$ cat config.mk
export PLATFORM = sky130hd
export DESIGN_NAME = gftq_ctrl
export DESIGN_NICKNAME = d
export VERILOG_FILES = /design/src/rtl/core/gftq_pkg.sv /design/src/rtl/core/gftq_ctrl.sv
export SDC_FILE = /design/constraint.sdc
export NUM_CORES = 1
export LEC_CHECK = 0
export ABC_AREA = 1
export CAP_MARGIN = 30
export CORE_AREA = 2 2 39 41
export CTS_BUF_LIST = sky130_fd_sc_hd__clkbuf_2 sky130_fd_sc_hd__clkbuf_4 sky130_fd_sc_hd__clkbuf_8
export CTS_CLUSTER_SIZE = 8
export DETAILED_ROUTE_END_ITERATION = 12
export DIE_AREA = 0 0 41 43
export DONT_BUFFER_PORTS = 1
export GPL_TIMING_DRIVEN = 1
export PLACE_DENSITY = 0.67
export RECOVER_POWER = 50
export SETUP_SLACK_MARGIN = 0.15
export SLEW_MARGIN = 0
export SYNTH_ARGS = -nofsm -noshare
export SYNTH_HDL_FRONTEND = slang
export SYNTH_SLANG_ARGS = --single-unit
$ cat constraint.sdc
create_clock -name clk -period 1.45 [get_ports clk]
set_input_delay 0.2175 -clock clk [delete_from_list [all_inputs] [get_ports clk]]
set_output_delay 0.2175 -clock clk [all_outputs]
set_load 0.05 [all_outputs]
$ cat src/rtl/core/gftq_pkg.sv
// Package: shared constants, codes and control structs of the team queue.
`default_nettype none

package gftq_pkg;

  // Default sizes
  localparam int NUM_TEAMS_DEF   = 16;
  localparam int TEAM_DEPTH_DEF  = 16;
  localparam int ELEMENT_IDS_DEF = 1024;

  // Fixed field widths of the item channels
  localparam int ACTION_W  = 2;
  localparam int ELEMENT_W = 10;
  localparam int TEAM_W    = 4;
  localparam int STATUS_W  = 2;

  typedef enum logic [ACTION_W-1:0] {
    ACT_MAP   = 2'd0,
    ACT_ENQ   = 2'd1,
    ACT_DEQ   = 2'd2,
    ACT_CLEAR = 2'd3
  } action_t;

  typedef enum logic [STATUS_W-1:0] {
    STS_OK       = 2'd0,
    STS_EMPTY    = 2'd1,
    STS_FULL     = 2'd2,
    STS_UNMAPPED = 2'd3
  } status_t;

  typedef enum logic [3:0] {
    S_INIT,
    S_IDLE,
    S_MAP,
    S_ENQ_LOOK,
    S_ENQ_PUT,
    S_DEQ_RING,
    S_DEQ_META,
    S_DEQ_READ,
    S_CLEAR,
    S_HOLD
  } state_t;

  // Commands from the controller to the datapath
  typedef struct packed {
    logic    take;           // latch the accepted item
    logic    sweep;          // clearing pass step
    logic    sweep_init;     // pass after reset (member table too)
    logic    map_wr;         // write member table entry
    logic    team_load;      // register team number and store base
    logic    team_from_ring; // team comes from the active ring, else member table
    logic    enq_put;        // commit an enqueue
    logic    deq_take;       // commit a dequeue
    logic    finish;         // result is ready this cycle
    logic    res_take;       // result element comes from the team store
    status_t res_status;
    logic    flush;          // move the held result to the output
  } cmd_t;

  // Status from the datapath to the controller
  typedef struct packed {
    logic sweep_last;
    logic map_bad;
    logic unmapped;
    logic enq_full;
    logic ring_empty;
    logic team_empty;
    logic out_free;
  } stat_t;

endpackage

`default_nettype wire

$ cat src/rtl/core/gftq_ctrl.sv
// Controller: sequences map, enqueue, dequeue, clear and the reset clearing pass.
`default_nettype none

module gftq_ctrl (
  input  wire logic             clk,
  input  wire logic             rst,
  input  wire logic             in_valid,
  input  wire gftq_pkg::action_t in_action,
  output logic                  in_ready,
  input  wire gftq_pkg::stat_t  stat,
  output gftq_pkg::cmd_t        cmd
);
  import gftq_pkg::*;

  state_t state, state_next;

  // State register
  always_ff @(posedge clk) begin
    if (rst) begin
      state <= S_INIT;
    end else begin
      state <= state_next;
    end
  end

  // Next state and commands
  always_comb begin
    state_next     = state;
    in_ready       = 1'b0;
    cmd            = '0;
    cmd.res_status = STS_OK;
    case (state)
      S_INIT: begin
        cmd.sweep      = 1'b1;
        cmd.sweep_init = 1'b1;
        if (stat.sweep_last) begin
          state_next = S_IDLE;
        end
      end
      S_IDLE: begin
        in_ready = 1'b1;
        if (in_valid) begin
          cmd.take = 1'b1;
          case (in_action)
            ACT_MAP:   state_next = S_MAP;
            ACT_ENQ:   state_next = S_ENQ_LOOK;
            ACT_DEQ:   state_next = S_DEQ_RING;
            ACT_CLEAR: state_next = S_CLEAR;
            default:   state_next = S_IDLE;
          endcase
        end
      end
      S_MAP: begin
        cmd.finish = 1'b1;
        if (stat.map_bad) begin
          cmd.res_status = STS_UNMAPPED;
        end else begin
          cmd.map_wr = 1'b1;
        end
      end
      S_ENQ_LOOK: begin
        if (stat.unmapped) begin
          cmd.finish     = 1'b1;
          cmd.res_status = STS_UNMAPPED;
        end else begin
          cmd.team_load = 1'b1;
          state_next    = S_ENQ_PUT;
        end
      end
      S_ENQ_PUT: begin
        cmd.finish = 1'b1;
        if (stat.enq_full) begin
          cmd.res_status = STS_FULL;
        end else begin
          cmd.enq_put = 1'b1;
        end
      end
      S_DEQ_RING: begin
        if (stat.ring_empty) begin
          cmd.finish     = 1'b1;
          cmd.res_status = STS_EMPTY;
        end else begin
          cmd.team_load      = 1'b1;
          cmd.team_from_ring = 1'b1;
          state_next         = S_DEQ_META;
        end
      end
      S_DEQ_META: begin
        if (stat.team_empty) begin
          cmd.finish     = 1'b1;
          cmd.res_status = STS_EMPTY;
        end else begin
          cmd.deq_take = 1'b1;
          state_next   = S_DEQ_READ;
        end
      end
      S_DEQ_READ: begin
        cmd.finish   = 1'b1;
        cmd.res_take = 1'b1;
      end
      S_CLEAR: begin
        cmd.sweep = 1'b1;
        if (stat.sweep_last) begin
          cmd.finish = 1'b1;
        end
      end
      S_HOLD: begin
        if (stat.out_free) begin
          cmd.flush  = 1'b1;
          state_next = S_IDLE;
        end
      end
      default: begin
        state_next = S_IDLE;
      end
    endcase
    // A finished item returns to idle, or waits for the output slot
    if (cmd.finish) begin
      state_next = stat.out_free ? S_IDLE : S_HOLD;
    end
  end

  // A result that finds the output slot busy is held
  a_hold_when_busy: assert property (@(posedge clk) disable iff (rst)
    (cmd.finish && !stat.out_free) |=> (state == S_HOLD))
    else $error("busy output did not hold result");

  // One item in flight at a time
  a_one_in_flight: assert property (@(posedge clk) disable iff (rst)
    (in_valid && in_ready) |=> !in_ready)
    else $error("item accepted while another is in flight");

  // Dequeue commit only follows a non-empty team check
  a_deq_commit: assert property (@(posedge clk) disable iff (rst)
    cmd.deq_take |-> !stat.team_empty && (state == S_DEQ_META))
    else $error("dequeue committed on empty team");

endmodule

`default_nettype wire

==> results of run 1 <==
[per-layer routing]
metal,part of all wire,global-route usage
met1,0.36,0.2476
met2,0.59,0.4375
met3,0.041,0.03665
met4,0.0077,0.06000
met5,0,0
[logic make-up after synthesis]
logic type,after synthesis,synth area share
flops,4,0.1441
compound gates,6,0.07433
simple gates,64,0.5631
fa+ha+maj,4,0.09009
buf+inv,19,0.1284
[power breakdown]
| part | total, µW | leakage (µW) | switching [µW] | internal, µW |
|---|---|---|---|---|
| logic | 1760 | 0.000481 | 1040 | 718 |
| registers | 262 | 0.0000356 | 96.0 | 166 |
| clock network | 175 | 0.0000184 | 52.5 | 122 |
| total | 2190 | 0.000535 | 1190 | 1010 |
[stage by stage]
stage | hold WS (ps) | utilization | worst slack (ps)
floorplan | 280.2 | - | -168.9
global placement | 290.4 | 0.5597 | 47.72
detailed placement | 285.7 | 0.5597 | 38.64
CTS | 35.26 | 0.7477 | -77.44
global route | 26.82 | 0.8101 | -181.6
finish | 32.94 | 0.8101 | -124.4
[cells in the final DEF (no fill, tap or decap), drive strengths merged]
| cell | count |
|---|---|
| o2111ai | 1 |
| o21ai | 2 |
| inv | 19 |
| nor4 | 1 |
| nor2 | 22 |
| clkbuf | 5 |
| o22ai | 1 |
| a21oi | 1 |
| buf | 23 |
| ha | 4 |
| a211oi | 1 |
| nor3 | 3 |
| dfxtp | 4 |
| nand3 | 13 |
| nand2 | 25 |
[area by class of cell]
type | instances | area (µm²)
inverter | 19 | 83.83
sequential | 4 | 95.09
clock buffer | 4 | 30.03
tap | 16 | 20.02
timing repair buffer | 24 | 242.7
multi-input combinational | 74 | 649.4
fill | 89 | 262.8
[path summary, 6_finish.rpt]
| check | to | from |
|---|---|---|
| max | cmd[4] | state[3] |
| min | state[2] | rst |
| max reg2reg | state[3] | state[3] |
| min reg2reg | state[0] | state[0] |
[timing repair]
action                     CTS  global route
pin swaps                   10            11
setup endpoints to repair   17            17
gates resized for setup     44            13
setup buffers                8             6
[worst max-delay path, delay by kind of cell (launching register included)]
kind | cells | cell delay, ps
DFF | 1 | 360
buffers and inverters | 2 | 140
and+or+nand+nor | 5 | 620
==> run_results.csv, run 1 <==
group,metric,value,unit
worst_hold_path,hold_depth,1,
logic_synthesis,synthCells,97,
logic_synthesis,synth_area,555.5,µm²
logic_synthesis,synth_flop_cell,"dfxtp_1",
power,leakage,0.0005354,µW
logic_synthesis,yosysSeqAreaShare,0.1441,
layout,top_register,"state",
global_routing,antenna_found_initial,0,
placement,gp_congestion,0.8143,
power,vdd_ir_drop_max,1.453,mV
clock_tree,clock_sinks,4,
sta,fmax,635.2,MHz
logic_synthesis,synth.ff_latch_count,4,
logic_synthesis,synthesis.nets,113,
sta,rsz0062_at_grt,"yes",
clock_tree,htree_levels,1,
worst_hold_path,hold_path_class,"input port to flop",
sta,finalSetupTns,-754.6,ps
floorplanning,die_w,41,µm
logic_synthesis,yosysTopAreaCellShare,0.1554,
layout,diodes,0,
logic_synthesis,avgSynthCellArea,5.727,µm²
drt,avgRoutedWirePerCell,13.74,µm
critical_path,ff2ff_path_depth,11,
logic_synthesis,yosys_warnings,0,
layout,final_cells,141,
drt,drcViolationCount,0,
sta,worstMarginPinSlew,321.7,ps
logic_synthesis,synth_most_common_cell,"nand2_1",
sta,setup_violations,11,
global_routing,track_usage,0.2339,
job,max-cap-violations,0,
drt,ant_nets,0,
clock_tree,clock_latency,240,ps
clock_tree,cts_tree,"yes",
layout,fin_area,1121,µm²
sta,final_hold_viol_count,0,
clock_tree,root_buffer,"clkbuf_4",
floorplanning,io_pins,26,
layout,drive_gt1_frac,0.6880,
layout,fin_nets,142,
critical_path,crit_slowest_cell,"dfxtp_4",
critical_path,cp_common_cell,"nor2_4",
logic_synthesis,synth_common_cells,"nand2_1, inv_1, nor2_1",
critical_path,r2r_slack,0,ps
drt,vias,730,
sta,maxSlewViolCount,0,
sta,maxSlewHeadroom,0.7850,
clock_tree,clockBufferDepth,2,
layout,largest_register_ffs,4,
critical_path,path_max_fanout,3,
floorplanning,initial_core_util,0.4014,
power,powerDensity,1958,nW/µm²
drt,totalWireLength,1.937,mm
sta,post-route-period-util,1.086,
floorplanning,dieArea,1763,µm²
placement,dp_hpwl,1.272,mm
sta,fin_crit,1574,ps
floorplanning,core,1384,µm²
critical_path,cpPeakStageDelay,360,ps
clock_tree,hold_buffers,0,
global_routing,grt_pass1_wl,2.822,mm
critical_path,crit_path_cell_trace,"nor2_4 -> inv_2 -> nor2_4 -> nand2_4 -> nand3_4 -> inv_6 -> nand2_8",
clock_tree,clk_pin_slew_worst_paths,40,ps
placement,portBuffers,0,
global_routing,grt_pass1_vias,686,
global_routing,overflow,0,
sta,skew,3.745,ps
floorplanning,die_h,43,µm
sta,setup_slack,-124.4,ps
logic_synthesis,synthTopCellsByArea,"nand2_1, dfxtp_1, inv_1, nor2_1, ha_1",
critical_path,startpoint_type,"flop",
floorplanning,num_rows,14,
logic_synthesis,synth_area_leader_cell,"nand2_1",
drt,drt_iter0_markers,3,
global_routing,grt_max_degree,8,
critical_path,setup.worst_path.class,"flop to output port",
logic_synthesis,ys_types,19,
logic_synthesis,async_flop_share,0,
drt,dr.pass1.iters,2,
logic_synthesis,synth-edff-count,0,
power,p_total,2195,µW
outcome,status,"finished, violations left",
outcome,violations,"negative setup slack",
layout,syn2layout_area_growth,101.8,%
critical_path,cp-end-kind,"output port",
layout,largest_registers,"state x4",
critical_path,arrival,1360,ps
placement,place_area,774.5,µm²
drt,vias_per_cell,5.177,
placement,placedCellCount,123,
critical_path,required,1230,ps
clock_tree,numCtsBuffers,3,
(Power assumes the default switching activity.)
==> inputs of run 2 (changes only) <==
--- a/config.mk
+++ b/config.mk
@@ -7,14 +7,15 @@
 export LEC_CHECK = 0
 export ABC_AREA = 1
 export CAP_MARGIN = 30
-export CORE_AREA = 2 2 39 41
+export CORE_ASPECT_RATIO = 0.6
+export CORE_MARGIN = 2
+export CORE_UTILIZATION = 25
 export CTS_BUF_LIST = sky130_fd_sc_hd__clkbuf_2 sky130_fd_sc_hd__clkbuf_4 sky130_fd_sc_hd__clkbuf_8
 export CTS_CLUSTER_SIZE = 8
 export DETAILED_ROUTE_END_ITERATION = 12
-export DIE_AREA = 0 0 41 43
 export DONT_BUFFER_PORTS = 1
 export GPL_TIMING_DRIVEN = 1
-export PLACE_DENSITY = 0.67
+export PLACE_DENSITY = 0.49
 export RECOVER_POWER = 50
 export SETUP_SLACK_MARGIN = 0.15
 export SLEW_MARGIN = 0
==> run_results.csv, run 2 (synthesis results as in run 1) <==
group,metric,value,unit
sta,skew,2.367,ps
power,pwr-share-seq,0.112,
clock_tree,htree_levels,1,
placement,dp_hpwl,1.371,mm
power,combinationalPowerShare,0.776,
drt,drt_iter0_markers,21,
job,max-cap-violations,0,
worst_hold_path,hold_path_class,"input port to flop",
critical_path,startpoint_type,"flop",
clock_tree,cts_tree,"yes",
sta,fmax,643.6,MHz
drt,drcViolationCount,0,
placement,place_area,807.0,µm²
drt,vias_per_cell,4.763,
critical_path,r2r_slack,-100,ps
clock_tree,clock_sinks,4,
layout,fill_cells,174,
layout,post-route-util,0.6148,
global_routing,overflow,0,
drt,avgRoutedWirePerCell,14.11,µm
sta,maxSlewHeadroom,0.7808,
layout,final_cell_mix,"buf_4, buf_6, nand2_1",
clock_tree,numCtsBuffers,3,
floorplanning,die_h,40.52,µm
power,switching_share,0.5194,
layout,drive_gt1_frac,0.7122,
sta,worstMarginPinSlew,328.0,ps
outcome,status,"finished, violations left",
placement,placedCellCount,139,
power,p_clk_frac,0.112,
layout,largest_register_ffs,4,
clock_tree,clock_latency,220,ps
placement,gp_congestion,0.8186,
critical_path,arrival,1660,ps
global_routing,grt_max_degree,7,
sta,holdWs,49.50,ps
floorplanning,core,2131,µm²
drt,dr.pass1.iters,4,
critical_path,crit_slowest_cell,"dfxtp_4",
global_routing,grt_pass1_vias,745,
critical_path,crit_path_cell_trace,"inv_4 -> nor2_4 -> nand2_2 -> buf_6 -> buf_6 -> nand2_2 -> nor2_2 -> nand3_2 -> buf_4 -> nand3_2 -> nand2_1 -> nor2_1",
power,internal_power,1155,µW
layout,syn2layout_area_growth,135.8,%
sta,fin_crit,1554,ps
global_routing,track_usage,0.1722,
drt,vias,805,
clock_tree,clockBufferDepth,2,
sta,setup_violations,12,
critical_path,cp-end-kind,"flop",
critical_path,cpPeakStageDelay,390,ps
power,powerDensity,1834,nW/µm²
layout,fin_area,1310,µm²
sta,setup_slack,-103.7,ps
floorplanning,dieArea,2628,µm²
floorplanning,num_rows,13,
drt,ant_nets,0,
power,switching_power,1248,µW
sta,post-route-period-util,1.072,
sta,rsz0062_at_grt,"yes",
clock_tree,root_buffer,"clkbuf_8",
layout,diodes,0,
drt,totalWireLength,2.384,mm
power,leakage,0.0006383,µW
clock_tree,clk_pin_slew_worst_paths,30,ps
sta,final_hold_viol_count,0,
critical_path,setup.worst_path.class,"flop to flop",
global_routing,grt_pass1_wl,3.325,mm
power,vdd_ir_drop_max,0.8504,mV
clock_tree,hold_buffers,0,
critical_path,path_max_fanout,5,
floorplanning,initial_core_util,0.2607,
layout,largest_registers,"state x4",
layout,top_register,"state",
floorplanning,die_w,64.86,µm
outcome,violations,"negative setup slack",
sta,maxSlewViolCount,0,
layout,fin_nets,156,
floorplanning,io_pins,26,
placement,portBuffers,0,
critical_path,required,1560,ps
layout,final_cells,169,
global_routing,antenna_found_initial,0,
==> run 2: cell types whose count changed in the layout (fill, tap and decap cells not counted), moves of 2 or more <==
| cell | change |
|---|---|
| o21ai_2 | -2 |
| buf_4 | +7 |
| clkbuf_4 | -3 |
| nand3_4 | -2 |
| buf_6 | +7 |
| clkbuf_8 | +3 |
==> run 2: critical path: cells and delay by family (launching register included) <==
family,cells,cell delay (ps)
flops,1,390
buf+inv,4,420
simple gates,8,630
==> run 2: final cells by class <==
type / instances / area, µm² / share of cell area
Timing Repair Buffer: 38 / 389.1 / 0.2970
Multi-Input combinational cell: 74 / 658.1 / 0.5024
Clock buffer: 4 / 48.80 / 0.03725
Inverter: 19 / 81.33 / 0.06208
Tap cell: 30 / 37.54 / 0.02865
Sequential cell: 4 / 95.09 / 0.07259
==> run 2: per-stage QoR <==
step	setup slack (ps)	setup TNS [ps]	total power, µW
4_1_cts	-75.54	-369.5	2067
6_report	-103.7	-811.9	2403
5_1_grt	-181.7	-1576	2529
3_5_place_dp	56.74	0	1410
2_1_floorplan	-168.9	-168.9	1135
3_3_place_gp	37.21	0	1410
==> run 2: worst paths after layout <==
path	depth (start not counted)	end	from
hold reg to reg	5	state[0]	state[0]
setup reg to reg	12	state[0]	state[2]
hold / removal	1	state[2]	rst
setup / recovery	12	state[0]	state[2]
==> run 2: repair_timing <==
action | CTS | global route
pin swaps | 16 | 24
setup endpoints to repair | 17 | 18
hold endpoints to repair | 0 | 0
resized for setup | 41 | 24
buffers inserted | 19 | 7
==> run 2: metal layers <==
layer  vias to the layer above  global-route usage  part of all wire
li1                        390                   -                 -
met1                       376              0.2204              0.42
met2                        35              0.3119              0.50
met3                         4             0.02528             0.064
met4                         0             0.04787             0.015
met5                         -                   0                 0
==> run 2: power by group through the flow <==
stage / registers [µW] / clock network (µW) / logic, µW
after CTS: 254 / 272 / 1540
after floorplan: 221 / 0 / 914
after detailed placement: 230 / 0 / 1180
after global placement: 227 / 0 / 1180
final: 268 / 270 / 1860
after global routing: 277 / 277 / 1980
==> inputs of run 3 (changes only) <==
--- a/config.mk
+++ b/config.mk
@@ -5,17 +5,18 @@
 export SDC_FILE = /design/constraint.sdc
 export NUM_CORES = 1
 export LEC_CHECK = 0
-export ABC_AREA = 1
 export CAP_MARGIN = 30
+export CELL_PAD_IN_SITES_DETAIL_PLACEMENT = 0
+export CELL_PAD_IN_SITES_GLOBAL_PLACEMENT = 2
 export CORE_ASPECT_RATIO = 0.6
-export CORE_MARGIN = 2
+export CORE_MARGIN = 4
 export CORE_UTILIZATION = 25
 export CTS_BUF_LIST = sky130_fd_sc_hd__clkbuf_2 sky130_fd_sc_hd__clkbuf_4 sky130_fd_sc_hd__clkbuf_8
 export CTS_CLUSTER_SIZE = 8
 export DETAILED_ROUTE_END_ITERATION = 12
 export DONT_BUFFER_PORTS = 1
 export GPL_TIMING_DRIVEN = 1
-export PLACE_DENSITY = 0.49
+export PLACE_DENSITY = 0.73
 export RECOVER_POWER = 50
 export SETUP_SLACK_MARGIN = 0.15
 export SLEW_MARGIN = 0
==> run_results.csv, run 3 <==
group,metric,value,unit
outcome,status,"finished, violations left",
outcome,violations,"negative setup slack",
power,leakage,0.0005452,µW
placement,dp_hpwl,1.918,mm
sta,post-route-period-util,1.157,
global_routing,overflow,0,
logic_synthesis,synth_common_cells,"nor2_1, o21ai_0",
logic_synthesis,synth_flop_cell,"dfxtp_1",
global_routing,grt_pass1_wl,4.257,mm
logic_synthesis,synth_area_leader_cell,"dfxtp_1",
layout,fin_nets,139,
layout,top_register,"state",
logic_synthesis,synthCells,81,
logic_synthesis,synth_most_common_cell,"nor2_1",
placement,gp_congestion,0.8659,
logic_synthesis,ys_types,37,
job,max-cap-violations,0,
clock_tree,numCtsBuffers,3,
drt,drt_iter0_markers,13,
drt,avgRoutedWirePerCell,17.51,µm
drt,totalWireLength,2.644,mm
global_routing,track_usage,0.1819,
logic_synthesis,synthTopCellsByArea,"dfxtp_1, ha_1, o21ai_0, mux2_2, nor2_1",
sta,worstMarginPinSlew,299.7,ps
critical_path,setup.worst_path.class,"flop to output port",
floorplanning,dieArea,3235,µm²
sta,fin_crit,1678,ps
critical_path,arrival,1460,ps
sta,final_hold_viol_count,0,
floorplanning,io_pins,26,
sta,fmax,596.1,MHz
power,p_total,900.7,µW
layout,drive_gt1_frac,0.7438,
clock_tree,clock_sinks,4,
sta,maxSlewViolCount,0,
floorplanning,initial_core_util,0.2675,
power,powerDensity,635.9,nW/µm²
clock_tree,root_buffer,"clkbuf_8",
logic_synthesis,avgSynthCellArea,7.306,µm²
power,vdd_ir_drop_max,0.3698,mV
logic_synthesis,synth.ff_latch_count,4,
clock_tree,htree_levels,1,
logic_synthesis,synth_area,591.8,µm²
layout,final_cell_mix,"buf_4, buf_12, buf_6",
layout,diodes,0,
placement,portBuffers,0,
drt,dr.pass1.iters,4,
drt,drcViolationCount,0,
floorplanning,die_w,70.81,µm
sta,rsz0062_at_grt,"yes",
logic_synthesis,async_flop_share,0,
sta,maxSlewHeadroom,0.8002,
critical_path,startpoint_type,"flop",
floorplanning,core,2212,µm²
clock_tree,cts_tree,"yes",
layout,syn2layout_area_growth,139.3,%
critical_path,path_max_fanout,5,
sta,setup_violations,17,
critical_path,cp-end-kind,"output port",
layout,largest_registers,"state x4",
sta,setup_slack,-227.7,ps
clock_tree,clockBufferDepth,2,
clock_tree,clk_pin_slew_worst_paths,40,ps
critical_path,required,1230,ps
logic_synthesis,yosysSeqAreaShare,0.1353,
floorplanning,num_rows,13,
drt,vias_per_cell,5.026,
logic_synthesis,synthesis.nets,97,
clock_tree,clock_latency,230,ps
layout,final_common_cell,"buf_4",
layout,largest_register_ffs,4,
logic_synthesis,synth-edff-count,0,
logic_synthesis,yosys_warnings,0,
sta,holdWs,44.39,ps
floorplanning,die_h,45.69,µm
worst_hold_path,hold_path_class,"input port to flop",
drt,ant_nets,0,
global_routing,grt_max_degree,9,
logic_synthesis,yosysTopAreaCellShare,0.1353,
global_routing,antenna_found_initial,0,
global_routing,grt_pass1_vias,826,
drt,vias,759,
sta,skew,6.148,ps
## run 3: critical path: stages (launching register included)
cell	delay (ps)
dfxtp_2	340
buf_6	130
or3b_4	390
o2111ai_4	90
and2_4	210
inv_8	60
## run 3: kinds of logic after synthesis
group,share of synthesized area
buffers and inverters,0.09511
DFF,0.1353
adders and majority gates,0.08457
and+or+nand+nor,0.3911
muxes,0.07399
AOI/OAI and AO/OA,0.2199
## run 3: final cells by class
cell class	count	area, µm²
repair buffers	44	513.0
flip-flops and latches	4	92.59
clock buffers	3	41.29
well taps	30	37.54
multi-input cells	65	701.9
fillers	175	795.8
inverters	5	30.03
## run 3: timing repair
action,in CTS,in global routing
buffers inserted,4,1
gates cloned,0,0
pin swaps,15,5
gates resized for setup,35,5
endpoints found under the setup margin,18,18
hold buffers,0,0
## run 3: worst paths after layout
| kind | depth (start not counted) | end | from | slack [ps] |
|---|---|---|---|---|
| worst min register to register | 2 | state[1] | state[2] | 600 |
| worst min-delay path | 1 | state[3] | rst | 40 |
| worst max register to register | 5 | state[3] | state[1] | -140 |
| worst max-delay path | 5 | cmd[4] | state[1] | -230 |
## run 3: report_power, final
group          switching, µW  leakage [µW]  internal (µW)
clock                   74.2     0.0000216            178
sequential              18.1     0.0000352            119
combinational            256      0.000488            255
total                    349      0.000545            552
## run 3: routing by layer
layer  track usage  share of wire  up-vias
met5             0              0        -
met4        0.1124          0.038        0
met3       0.06608          0.062       11
met2        0.3241           0.52       24
met1        0.1888           0.38      351
li1              -              -      373
## run 3: stage by stage
stage / area [µm²] / util / cells / setup slack [ps] / setup TNS, ps
after global placement: 1161 / 0.5249 / 143 / -106.3 / -372.1
after floorplan: 808.3 / - / 81 / -109.7 / -445.5
after detailed placement: 1161 / 0.5249 / 143 / -152.0 / -617.1
final: 1416 / 0.6403 / 151 / -227.7 / -1915
after global routing: 1416 / 0.6403 / 151 / -273.4 / -2732
after CTS: 1389 / 0.6278 / 150 / -217.5 / -1833
